## src/hdl/fat_chain_allocator_top_assert.svh

```systemverilog
// Assertion macros for the allocation table controller RTL.
// Needs signals named clock and reset in the module that uses them.
`ifndef FAT_CHAIN_ALLOCATOR_TOP_ASSERT_SVH
`define FAT_CHAIN_ALLOCATOR_TOP_ASSERT_SVH

// Consequent must hold in the same cycle as the antecedent.
`define FCA_ASSERT_NOW(label, ante, cons, msg) \
   label: assert property (@(posedge clock) disable iff (reset) (ante) |-> (cons)) \
      else $error(msg);

// Consequent must hold in the cycle after the antecedent.
`define FCA_ASSERT_NEXT(label, ante, cons, msg) \
   label: assert property (@(posedge clock) disable iff (reset) (ante) |=> (cons)) \
      else $error(msg);

`endif

```

## src/hdl/fca_pkg.sv

```systemverilog
// Package for the allocation table block: widths, codes, state type and
// the command and status structs between controller and datapath. No dependencies.
`timescale 1ns / 1ps

package fca_pkg;

   // Table size default and fixed field widths.
   localparam int NUM_BLOCKS_DEF = 1024;
   localparam int DS_W           = 10;
   localparam int BIU_W          = 11;
   localparam int CNT_W          = 11;
   localparam int IDX_W          = 10;
   localparam int FIRST_W        = 10;
   localparam int ENT_OUT_W      = 11;
   localparam int FREED_W        = 11;
   localparam int CSR_AW         = 3;
   localparam int CSR_DW         = 32;
   localparam int REQ_DW         = 24;
   localparam int RSP_DW         = 40;

   // Register reset values.
   localparam logic [DS_W-1:0]  DS_RESET  = 10'd3;
   localparam logic [BIU_W-1:0] BIU_RESET = 11'd1024;

   // Table entry codes.
   localparam int ENTRY_FREE     = 0;
   localparam int ENTRY_END      = -1;
   localparam int ENTRY_RESERVED = -2;

   typedef enum logic [1:0] {
      CMD_FORMAT = 2'd0,
      CMD_ALLOC  = 2'd1,
      CMD_FREE   = 2'd2,
      CMD_READ   = 2'd3
   } fca_cmd_type;

   typedef enum logic [1:0] {
      STS_OK       = 2'd0,
      STS_NO_SPACE = 2'd1,
      STS_BAD_ARG  = 2'd2
   } fca_status_type;

   typedef enum logic {
      REG_DATA_START    = 1'b0,
      REG_BLOCKS_IN_USE = 1'b1
   } fca_reg_type;

   typedef enum logic [3:0] {
      ST_IDLE,
      ST_DECODE,
      ST_FORMAT,
      ST_COUNT,
      ST_LINK,
      ST_LINK_END,
      ST_FREE_WALK,
      ST_READ_WAIT,
      ST_FINISH
   } fca_state_type;

   // Commands from controller to datapath.
   typedef struct packed {
      logic           load;
      logic           fmt_init;
      logic           data_init;
      logic           scan_issue;
      logic           fmt_write;
      logic           count_step;
      logic           link_step;
      logic           end_write;
      logic           rd_start;
      logic           free_step;
      logic           entry_capture;
      logic           status_set;
      fca_status_type status_code;
      logic           res_load;
   } fca_ctrl_type;

   // Status from datapath to controller.
   typedef struct packed {
      fca_cmd_type cmd;
      logic        count_zero;
      logic        start_is_data;
      logic        start_in_range;
      logic        scan_end;
      logic        fmt_last;
      logic        count_hit;
      logic        link_hit;
      logic        walk_more;
   } fca_stat_type;

endpackage

```

## src/hdl/fca_controller.sv

```systemverilog
// Controller of the allocation table block: sequences each command and the
// clearing pass after reset. Depends on fca_pkg and the assertion macro header.
`timescale 1ns / 1ps
`include "fat_chain_allocator_top_assert.svh"

module fca_controller (
   input  logic                  clock,
   input  logic                  reset,
   input  logic                  req_tvalid,
   output logic                  req_tready,
   output logic                  rsp_tvalid,
   input  logic                  rsp_tready,
   input  fca_pkg::fca_stat_type stat,
   output fca_pkg::fca_ctrl_type ctrl
);
   import fca_pkg::*;

   fca_state_type state_ff, state_in;
   logic          init_ff, init_in;
   logic          rsp_valid_ff, rsp_valid_in;
   logic          slot_free;

   // The output register can take a result when empty or being drained.
   assign slot_free = !rsp_valid_ff || rsp_tready;

   // Next state.
   always_comb begin
      state_in = state_ff;
      case (state_ff)
         ST_IDLE: begin
            if (req_tvalid) begin
               state_in = ST_DECODE;
            end
         end
         ST_DECODE: begin
            case (stat.cmd)
               CMD_FORMAT: state_in = ST_FORMAT;
               CMD_ALLOC:  state_in = stat.count_zero ? ST_FINISH : ST_COUNT;
               CMD_FREE:   state_in = stat.start_is_data ? ST_FREE_WALK : ST_FINISH;
               CMD_READ:   state_in = stat.start_in_range ? ST_READ_WAIT : ST_FINISH;
               default:    state_in = ST_FINISH;
            endcase
         end
         ST_FORMAT: begin
            if (stat.fmt_last) begin
               state_in = init_ff ? ST_IDLE : ST_FINISH;
            end
         end
         ST_COUNT: begin
            if (stat.count_hit) begin
               state_in = ST_LINK;
            end else if (stat.scan_end) begin
               state_in = ST_FINISH;
            end
         end
         ST_LINK: begin
            if (stat.link_hit) begin
               state_in = ST_LINK_END;
            end
         end
         ST_LINK_END:  state_in = ST_FINISH;
         ST_FREE_WALK: begin
            if (!stat.walk_more) begin
               state_in = ST_FINISH;
            end
         end
         ST_READ_WAIT: state_in = ST_FINISH;
         ST_FINISH: begin
            if (slot_free) begin
               state_in = ST_IDLE;
            end
         end
         default: state_in = ST_IDLE;
      endcase
   end

   // Datapath commands and handshake outputs.
   always_comb begin
      ctrl       = '0;
      req_tready = (state_ff == ST_IDLE);
      case (state_ff)
         ST_IDLE: begin
            ctrl.load = req_tvalid;
         end
         ST_DECODE: begin
            case (stat.cmd)
               CMD_FORMAT: ctrl.fmt_init = 1'b1;
               CMD_ALLOC: begin
                  if (stat.count_zero) begin
                     ctrl.status_set  = 1'b1;
                     ctrl.status_code = STS_BAD_ARG;
                  end else begin
                     ctrl.data_init = 1'b1;
                  end
               end
               CMD_FREE: begin
                  if (stat.start_is_data) begin
                     ctrl.rd_start = 1'b1;
                  end else begin
                     ctrl.status_set  = 1'b1;
                     ctrl.status_code = STS_BAD_ARG;
                  end
               end
               CMD_READ: begin
                  if (stat.start_in_range) begin
                     ctrl.rd_start = 1'b1;
                  end else begin
                     ctrl.status_set  = 1'b1;
                     ctrl.status_code = STS_BAD_ARG;
                  end
               end
               default: ctrl.status_set = 1'b0;
            endcase
         end
         ST_FORMAT: begin
            ctrl.fmt_write = 1'b1;
         end
         ST_COUNT: begin
            ctrl.count_step = 1'b1;
            if (stat.count_hit) begin
               ctrl.data_init = 1'b1;
            end else if (stat.scan_end) begin
               ctrl.status_set  = 1'b1;
               ctrl.status_code = STS_NO_SPACE;
            end else begin
               ctrl.scan_issue = 1'b1;
            end
         end
         ST_LINK: begin
            ctrl.link_step  = 1'b1;
            ctrl.scan_issue = !stat.link_hit && !stat.scan_end;
         end
         ST_LINK_END: begin
            ctrl.end_write = 1'b1;
         end
         ST_FREE_WALK: begin
            ctrl.free_step = 1'b1;
         end
         ST_READ_WAIT: begin
            ctrl.entry_capture = 1'b1;
         end
         ST_FINISH: begin
            ctrl.res_load = slot_free;
         end
         default: ctrl = '0;
      endcase
   end

   // The clearing pass after reset produces no result.
   assign init_in      = (state_ff == ST_FORMAT && stat.fmt_last) ? 1'b0 : init_ff;
   assign rsp_valid_in = ctrl.res_load || (rsp_valid_ff && !rsp_tready);
   assign rsp_tvalid   = rsp_valid_ff;

   always_ff @(posedge clock) begin
      if (reset) begin
         state_ff     <= ST_FORMAT;
         init_ff      <= 1'b1;
         rsp_valid_ff <= 1'b0;
      end else begin
         state_ff     <= state_in;
         init_ff      <= init_in;
         rsp_valid_ff <= rsp_valid_in;
      end
   end

   `FCA_ASSERT_NOW(a_load_slot_free, ctrl.res_load, !rsp_valid_ff || rsp_tready, "result loaded over a waiting item")
   `FCA_ASSERT_NEXT(a_accept_decode, req_tvalid && req_tready, state_ff == ST_DECODE, "accepted item not decoded")
   `FCA_ASSERT_NOW(a_idle_no_write, state_ff == ST_IDLE, !(ctrl.fmt_write || ctrl.link_step || ctrl.end_write || ctrl.free_step), "table written while idle")
   `FCA_ASSERT_NOW(a_sweep_quiet, init_ff, !ctrl.res_load && !req_tready, "clearing pass took an item or gave a result")

endmodule

```

## config.mk

```make
export PLATFORM = sky130hd
export DESIGN_NAME = fca_controller
export DESIGN_NICKNAME = d
export VERILOG_FILES = /design/src/hdl/fca_pkg.sv /design/src/hdl/fca_controller.sv
export VERILOG_INCLUDE_DIRS = /design/src /design/src/hdl
export SDC_FILE = /design/constraint.sdc
export NUM_CORES = 1
export LEC_CHECK = 0
export ABC_AREA = 1
export BUFFER_PORTS_ARGS = -buffer_cell sky130_fd_sc_hd__buf_2
export CORE_UTILIZATION = 30
export CTS_CLUSTER_DIAMETER = 80
export DETAILED_ROUTE_END_ITERATION = 6
export PLACE_DENSITY = 0.57
export SYNTH_ARGS = -nofsm -noshare
export SYNTH_HDL_FRONTEND = slang
export SYNTH_SLANG_ARGS = --single-unit
```

## constraint.sdc

```tcl
create_clock -name clock -period 1.85 [get_ports clock]
set_clock_uncertainty 0.1 [all_clocks]
set_input_delay 0.37 -clock clock [delete_from_list [all_inputs] [get_ports clock]]
set_output_delay 0.37 -clock clock [all_outputs]
set_load 0.1 [all_outputs]
```

# After elaboration in Yosys (flattened, before gate mapping)
# Index checks and enable logic that the tools add are counted.
totals:
  ff_bits: 6
  in_bits: 14
  output_inout_bits: 17
  wordCells: 74
classes:
  eq_ne: 17
  mux: 41
  n_reduce_logical: 13
op_table:
  columns: ["op", "count"]
  rows:
  - ["$mux W4", 11]
  - ["$pmux W4 S8", 1]
  - ["$mux W1", 18]
  - ["$eq A4 B3 Y1 const B", 4]
  - ["$pmux W4 S4", 1]
  - ["$mux W3", 5]
  - ["$ne A2 B2 Y1 const B", 5]
  - ["$pmux W3 S3", 1]
  - ["$eq A4 B2 Y1 const B", 2]
  - ["$pmux W1 S2", 3]
  - ["$pmux W3 S2", 1]
  - ["$reduce_and A6 Y1", 1]
  - ["$eq A2 B2 Y1 const B", 2]
  - ["$eq A4 B1 Y1 const B", 1]
  - ["$eq A4 B4 Y1 const B", 1]
  - ["$logic_not A1 Y1", 4]
  - ["$logic_not A4 Y1", 1]
  - ["$logic_and A1 B1 Y1", 3]
  - ["$ne A3 B3 Y1 const B", 1]
  - ["$eq A2 B1 Y1 const B", 1]
  - ["$logic_not A2 Y1", 1]
  - ["$logic_or A1 B1 Y1", 2]
  - ["$reduce_or A2 Y1", 1]

# Logic depth before layout (Yosys ltp)
# Gate-level depths: netlist of the first run.
depth:
  depth_word: 4
  mapped_depth: 8
  depth_no_buf: 8

# Worst setup path before layout of the first run
# Ideal clock, no wire load.
synth_path:
  path_type: "flip-flop to output port"
  from: "register state_ff[2]"
  to: "output port ctrl[11] (netlist name)"
  t_arrival_ps: 2926
  required_time_ps: 1380
  setup_slack_ps: -1546
  stages_incl_launch_ff: 5
  cell_sequence: "dfxtp_1 > inv_1 > nor2_2 > nand2_1 > o31ai_1"
synth_lines:
  columns: ["element", "line_no", "text"]
  rows:
  - ["from (decl)", "fca_controller.sv:18", "fca_state_type state_ff, state_in;"]
  - ["from (signal assigned)", "fca_controller.sv:160", "state_ff <= state_in;"]
  - ["to (decl)", "fca_controller.sv:14", "output fca_pkg::fca_ctrl_type ctrl"]

==> results.md, run 1 <==
* CP bufs+invs at 2
* Core Util, Final at between 70 and 80%
* Initial antenna violation count at 0
* CP Max Fanout at 5
* Mapped Avg Cell Area at 5.435 um2
* Initial Util at 33.75%
* Final Cycle Share at 101.3%
* GR Overflow Total at 0
* WL/cell at 11.69 um
* Via/cell ratio at 4.880
* Share of cells above drive strength 1 at between 50% and 60%
* Crit Path Category: reg -> out
* Hold_buf cts at 0
* Post-synthesis mux area share at 0%
* FMAX at 533.8 MHz
* Max Cap Viol at 0
* DRC at 0
* Worst slew margin at 67.48%
* Gr usage total at 22.75%
* Netlist Area Pre-Place at between 500 and 600 um2
* Final setup viols at 1
* Routability-driven placement congestion ratio at approximately 0.85
* Die X at 44.35 um
* Area delta synth->final at 125.6%
* DP HPWL at ~1.5 mm
* Final WS setup at -0.02347 ns
* Post-DP Area at approximately 0.0011 mm2
* Final Instance Area at 0.001214 mm2
* CTS sink count at 6
* Int Power at 0.4233 mW
* Main combinational cell family by area after synthesis: simple AND/OR/NAND/NOR gates
* Global-route wire length before repair at 3.229 mm
* Post-synth cell types at 17
* Leakage at ~0.6 nW
* Nets at between 150 and 200
* Drt total wl at 1.953 mm
* Fin. Hold Viols at 0
* Post-route setup TNS at -0.02347 ns
* IO Pins at 31
* Total iterations of the first detailed-routing run at 4
* Crit path required time at roughly 1.4 ns
* Comb power frac at between 60% and 70%
* Power per cell area at 733.8 mW/mm2
* CTS tree: yes
* Sequential area share after synthesis at 22.33%
* CTS buffer count at 3
* DRT antenna net count at 0
* Post-Syn Nets at 113
* Net Sw Frac at 52.47%
* Hold WS at 0.2396 ns
* Diode count at 0
* Die Area at about 0.0020 mm2
* Die Ht at ~44 um
* CP startpoint kind: flop
* Core Rows at 14
* Worst-margin pin slew at 0.4912 ns
* Slew Limit Fails at 0
* Clock-pin slew on the worst setup and hold paths at 0.05 ns
* Worst-Skew Late Latency at 0.25 ns
* Post-synthesis sequential element count at 6
* Power Total at 0.8906 mW
* Slowest CP cell: dfxtp_4
* CTS root buf: clkbuf_4
* P_sw at around 0.47 mW
* Worst Setup End Kind: output port
* Clock Power Share at 14.1%
* Layout Cells excl Fill at approximately 170
* CP top delay family: flip-flops
* Clock buffer depth at 2
* H-tree Lvls at 1
* Core area at between 0.0015 and 0.002 mm2
* Adder-Cell Fraction of Synth Area at 0%
* Max IR drop VDD at 0.6241 mV
* Sequential share of power at 19.8%
* Largest net degree at the start of global routing at 7
* Vias at approximately 820
* Cell Chain, Critical Path: nand2_4, clkinv_4, nand3b_1, o21ai_4, buf_12
* Post-synthesis simple-gate area fraction at 51.16%
* Xor/xnor share of the synthesized area at 0%
* Max stage delay on crit path at about 0.4 ns
* Iteration-0 DRC count of the detailed router at 14
* Port Buffers at 30
* Failing checks: negative setup slack
* RSZ-0062 raised after global routing: yes
* Worst hold path class: in -> reg
* Warnings, synthesis at 0
* Vias in the first global route at 822
* Status: finished, violations left
* Compound-Gate Fraction of Synth Area at between 10% and 20%
* Worst endpoint data arrival time at 1.40 ns
* Place WS at 0.1019 ns
* Placed cell count at 155
* Post-Synthesis Cells at 99
* Final worst path period need at between 1.5 and 2 ns
[registers in the layout, indices dropped and copies added (netlist names)]
name,flops
init_ff,1
state_ff,4
rsp_tvalid,1
[layer usage]
layer / track usage (%) / part of all wire (%) / vias to the layer above
met2: 39.41 / 50 / 39
li1: - / - / 403
met5: 0 / 0 / -
met1: 24.38 / 39 / 363
met3: 4.898 / 6.5 / 10
met4: 15.76 / 4.5 / 0
[worst register-to-register path: cells and delay by family, from the launching register on]
family,cells,cell delay (ns)
AND/OR/NAND/NOR,6,0.50
flip-flops,1,0.40
buffers and inverters,3,0.39
AO/OA/AOI/OAI,1,0.13
[cell type report]
cell class | instances | area (um2)
multi-input combinational | 72 | 480.5
timing repair buffer | 41 | 460.4
fill | 109 | 380.4
sequential | 6 | 131.4
inverter | 21 | 88.84
tap | 24 | 30.03
clock buffer | 3 | 22.52
[power by group through the flow]
| stage | Combinational (mW) | Clock (mW) | Sequential, mW |
|---|---|---|---|
| after CTS | 0.568 | 0.132 | 0.171 |
| after global routing | 0.622 | 0.133 | 0.178 |
| after global placement | 0.531 | 0 | 0.170 |
| after detailed placement | 0.534 | 0 | 0.172 |
| final | 0.589 | 0.125 | 0.176 |
| after floorplan | 0.354 | 0 | 0.173 |
[worst paths after layout]
check | startpoint | depth (start not counted) | slack [ns] | end
max | state_ff[0] | 5 | -0.02 | ctrl[3]
min | reset | 2 | 0.24 | state_ff[2]
max reg2reg | state_ff[0] | 10 | 0.26 | state_ff[3]
min reg2reg | init_ff | 2 | 0.39 | init_ff
[synthesized netlist by cell type, drive strengths merged]
master,instances,area [um2]
o31ai,1,7.510
dfxtp,6,120.1
nor3,2,10.01
nor2,20,90.09
a21oi,5,28.78
o211ai,1,7.510
inv,20,75.07
nand2,24,92.59
nand3b,1,7.510
clkinv,1,3.750
o21ai,4,20.02
nand3,14,75.07
[layout by cell type (no fill, tap or decap), drive strengths merged]
cell type,instances
nand2,24
clkbuf,4
clkinv,1
o31ai,1
a21oi,5
nand3b,1
dfxtp,6
nand3,14
nor3,2
inv,20
o21ai,4
buf,40
nor2,20
o211ai,1
[cell families (layout without fill, tap and decap cells)]
| group | Yosys count | after routing |
|---|---|---|
| compound gates | 11 | 11 |
| buf+inv | 21 | 65 |
| flops | 6 | 6 |
| simple gates | 61 | 61 |
[repair_timing]
| action | CTS | global route |
|---|---|---|
| buffers inserted | 6 | 3 |
| gates resized for setup | 11 | 8 |
| pin swaps | 6 | 4 |
| endpoints found under the setup margin | 8 | 13 |
(Power assumes the default switching activity.)
==> run 2: changes to the inputs <==
--- a/config.mk
+++ b/config.mk
@@ -11,7 +11,7 @@
 export CORE_UTILIZATION = 30
 export CTS_CLUSTER_DIAMETER = 80
 export DETAILED_ROUTE_END_ITERATION = 6
-export PLACE_DENSITY = 0.57
+export PLACE_DENSITY_LB_ADDON = 0.3
 export SYNTH_ARGS = -nofsm -noshare
 export SYNTH_HDL_FRONTEND = slang
 export SYNTH_SLANG_ARGS = --single-unit
==> run 2 against run 1 <==
Net effect: the run still ends with negative setup slack left; sequential power barely moved; clock power down 5%; first-iteration DRC count rose by 93%; sequential share of layout area up 0.082 points; non-clock buffer count is the same; die area unchanged; flip-flop and latch count is the same; total power increased by 0.81%; maximum frequency increased by 0.57%; worst setup slack gained 0.011 ns; combinational power is 2% higher; register-to-register slack improved by 0.09 ns; critical endpoint is now ctrl[13]; largest power group unchanged.
==> results.md, run 2 (same netlist as run 1, synthesis figures left out) <==
* DRC at 0 (unchanged)
* Via/cell ratio at 4.892 (was 4.880)
* Register name with the most flops: state_ff (unchanged)
* Die X at 44.35 um (unchanged)
* Final Cycle Share at 100.7% (was 101.3%)
* Worst-margin pin slew at 0.5031 ns (was 0.4912 ns)
* Crit path required time at 1.38 ns (about the same)
* Area delta synth->final at 128.1% (was 125.6%)
* RSZ-0062 raised after global routing: yes (unchanged)
* CTS sink count at 6 (unchanged)
* Die Area at 0.001967 mm2 (unchanged)
* Final setup viols at 3 (was 1)
* Placed cell count at 155 (unchanged)
* GR Overflow Total at 0 (unchanged)
* Max reg flops at 4 (unchanged)
* DP HPWL at 1.424 mm (was 1.465 mm)
* Core area at 0.001594 mm2 (unchanged)
* Vias at 817 (was 815)
* Crit Path Category: reg -> out (unchanged)
* Gr usage total at 20.79% (was 22.75%)
* Clock-pin slew on the worst setup and hold paths at 0.05 ns (about the same)
* Final WS setup at -0.01277 ns (was -0.02347 ns)
* Layout Cells excl Fill at 167 (unchanged)
* Most common cell after layout, fill and taps aside: nand2_1 (unchanged)
* Vias in the first global route at 798 (was 822)
* Slew Limit Fails at 0 (unchanged)
* Power per cell area at 731.5 mW/mm2 (was 733.8 mW/mm2)
* Final worst path period need at 1.863 ns (was 1.873 ns)
* H-tree Lvls at 1 (unchanged)
* Max IR drop VDD at 0.5367 mV (was 0.6241 mV)
* Routability-driven placement congestion ratio at 0.8906 (was 0.8501)
* Core Rows at 14 (unchanged)
* Initial Util at 33.75% (unchanged)
* Worst endpoint data arrival time at 1.39 ns (was 1.40 ns)
* Commonest cells after routing, fill and taps aside: 17 x nand2_1, 15 x buf_12, 14 x buf_2 (was 19 x nand2_1, 15 x buf_12, 14 x buf_2)
* Die Ht at 44.35 um (unchanged)
* WL/cell at 11.62 um (was 11.69 um)
* Clock buffer depth at 2 (unchanged)
* Fin. Hold Viols at 0 (unchanged)
* CP Max Fanout at 5 (unchanged)
* Status: finished, violations left (unchanged)
* FMAX at 536.8 MHz (was 533.8 MHz)
* Worst hold path class: in -> reg (unchanged)
* CP startpoint kind: flop (unchanged)
* Post-DP Area at 0.001067 mm2 (unchanged)
* Worst-Skew Late Latency at 0.24 ns (was 0.25 ns)
* Total iterations of the first detailed-routing run at 5 (was 4)
* Global-route wire length before repair at 3.098 mm (was 3.229 mm)
* CTS buffer count at 3 (unchanged)
* Worst Setup End Kind: output port (unchanged)
* Largest net degree at the start of global routing at 7 (unchanged)
* Leakage at 0.6148 nW (was 0.6115 nW)
* Failing checks: negative setup slack (unchanged)
* Share of cells above drive strength 1 at 59.44% (was 58.04%)
* DRT antenna net count at 0 (unchanged)
* IO Pins at 31 (unchanged)
* CTS tree: yes (unchanged)
* Max Cap Viol at 0 (unchanged)
* Iteration-0 DRC count of the detailed router at 27 (was 14)
* Drt total wl at 1.941 mm (was 1.953 mm)
* Final Instance Area at 0.001227 mm2 (was 0.001214 mm2)
* CTS root buf: clkbuf_4 (unchanged)
* Initial antenna violation count at 0 (unchanged)
* Worst slew margin at 66.69% (was 67.48%)
* Nets at 159 (unchanged)
* Port Buffers at 30 (unchanged)
* Post-route setup TNS at -0.03663 ns (was -0.02347 ns)
* Diode count at 0 (unchanged)
-- run 2: layout make-up --
class                      count  area, um2
timing repair buffer          41      467.9
multi-input combinational     72      483.0
fill                         105      366.6
clock buffer                   3      22.52
tap                           24      30.03
sequential                     6      133.9
inverter                      21      90.09
-- run 2: routing by layer --
| metal | part of all wire [%] | track usage [%] | up-vias |
|---|---|---|---|
| li1 | - | - | 400 |
| met3 | 5.5 | 1.633 | 8 |
| met1 | 40 | 23.33 | 369 |
| met5 | 0 | 0 | - |
| met4 | 2.2 | 10.30 | 0 |
| met2 | 52 | 38.82 | 40 |
-- run 2: critical path, cell delays in order, from the launching register on --
cell and delay [ns]:
dfxtp_4 0.38, inv_6 0.08, nand2_4 0.06, nor2_4 0.17, inv_4 0.07, nor3_4 0.20, buf_12 0.20
-- run 2: power by group --
group	internal (mW)	switching, mW	total [mW]
sequential	0.148	0.0288	0.177
combinational	0.212	0.390	0.602
clock	0.0733	0.0458	0.119
-- run 2: stage by stage --
stage / power (mW) / utilization (%) / hold WS, ns / setup slack (ns)
final: 0.8979 / 77.00 / 0.2444 / -0.01277
after global routing: 0.9390 / 77.00 / 0.2495 / -0.07419
after CTS: 0.8440 / 70.96 / 0.2487 / -0.01506
after detailed placement: 0.7043 / 66.95 / 0.3661 / 0.09006
after global placement: 0.6966 / 66.95 / 0.3490 / 0.1602
after floorplan: 0.5266 / - / 0.3251 / -0.1580
-- run 2: what timing repair did --
action | CTS | global route
setup endpoints to repair | 6 | 10
resized for setup | 7 | 18
pin swaps | 4 | 9
hold buffers | 0 | 0
setup buffers | 3 | 6
-- run 2: path summary, 6_finish.rpt --
kind | start | end | slack [ns] | depth (start not counted)
worst min register to register | init_ff | init_ff | 0.38 | 2
worst max register to register | state_ff[0] | state_ff[3] | 0.35 | 9
worst max-delay path | state_ff[1] | ctrl[13] | -0.01 | 6
worst min-delay path | reset | state_ff[2] | 0.24 | 2
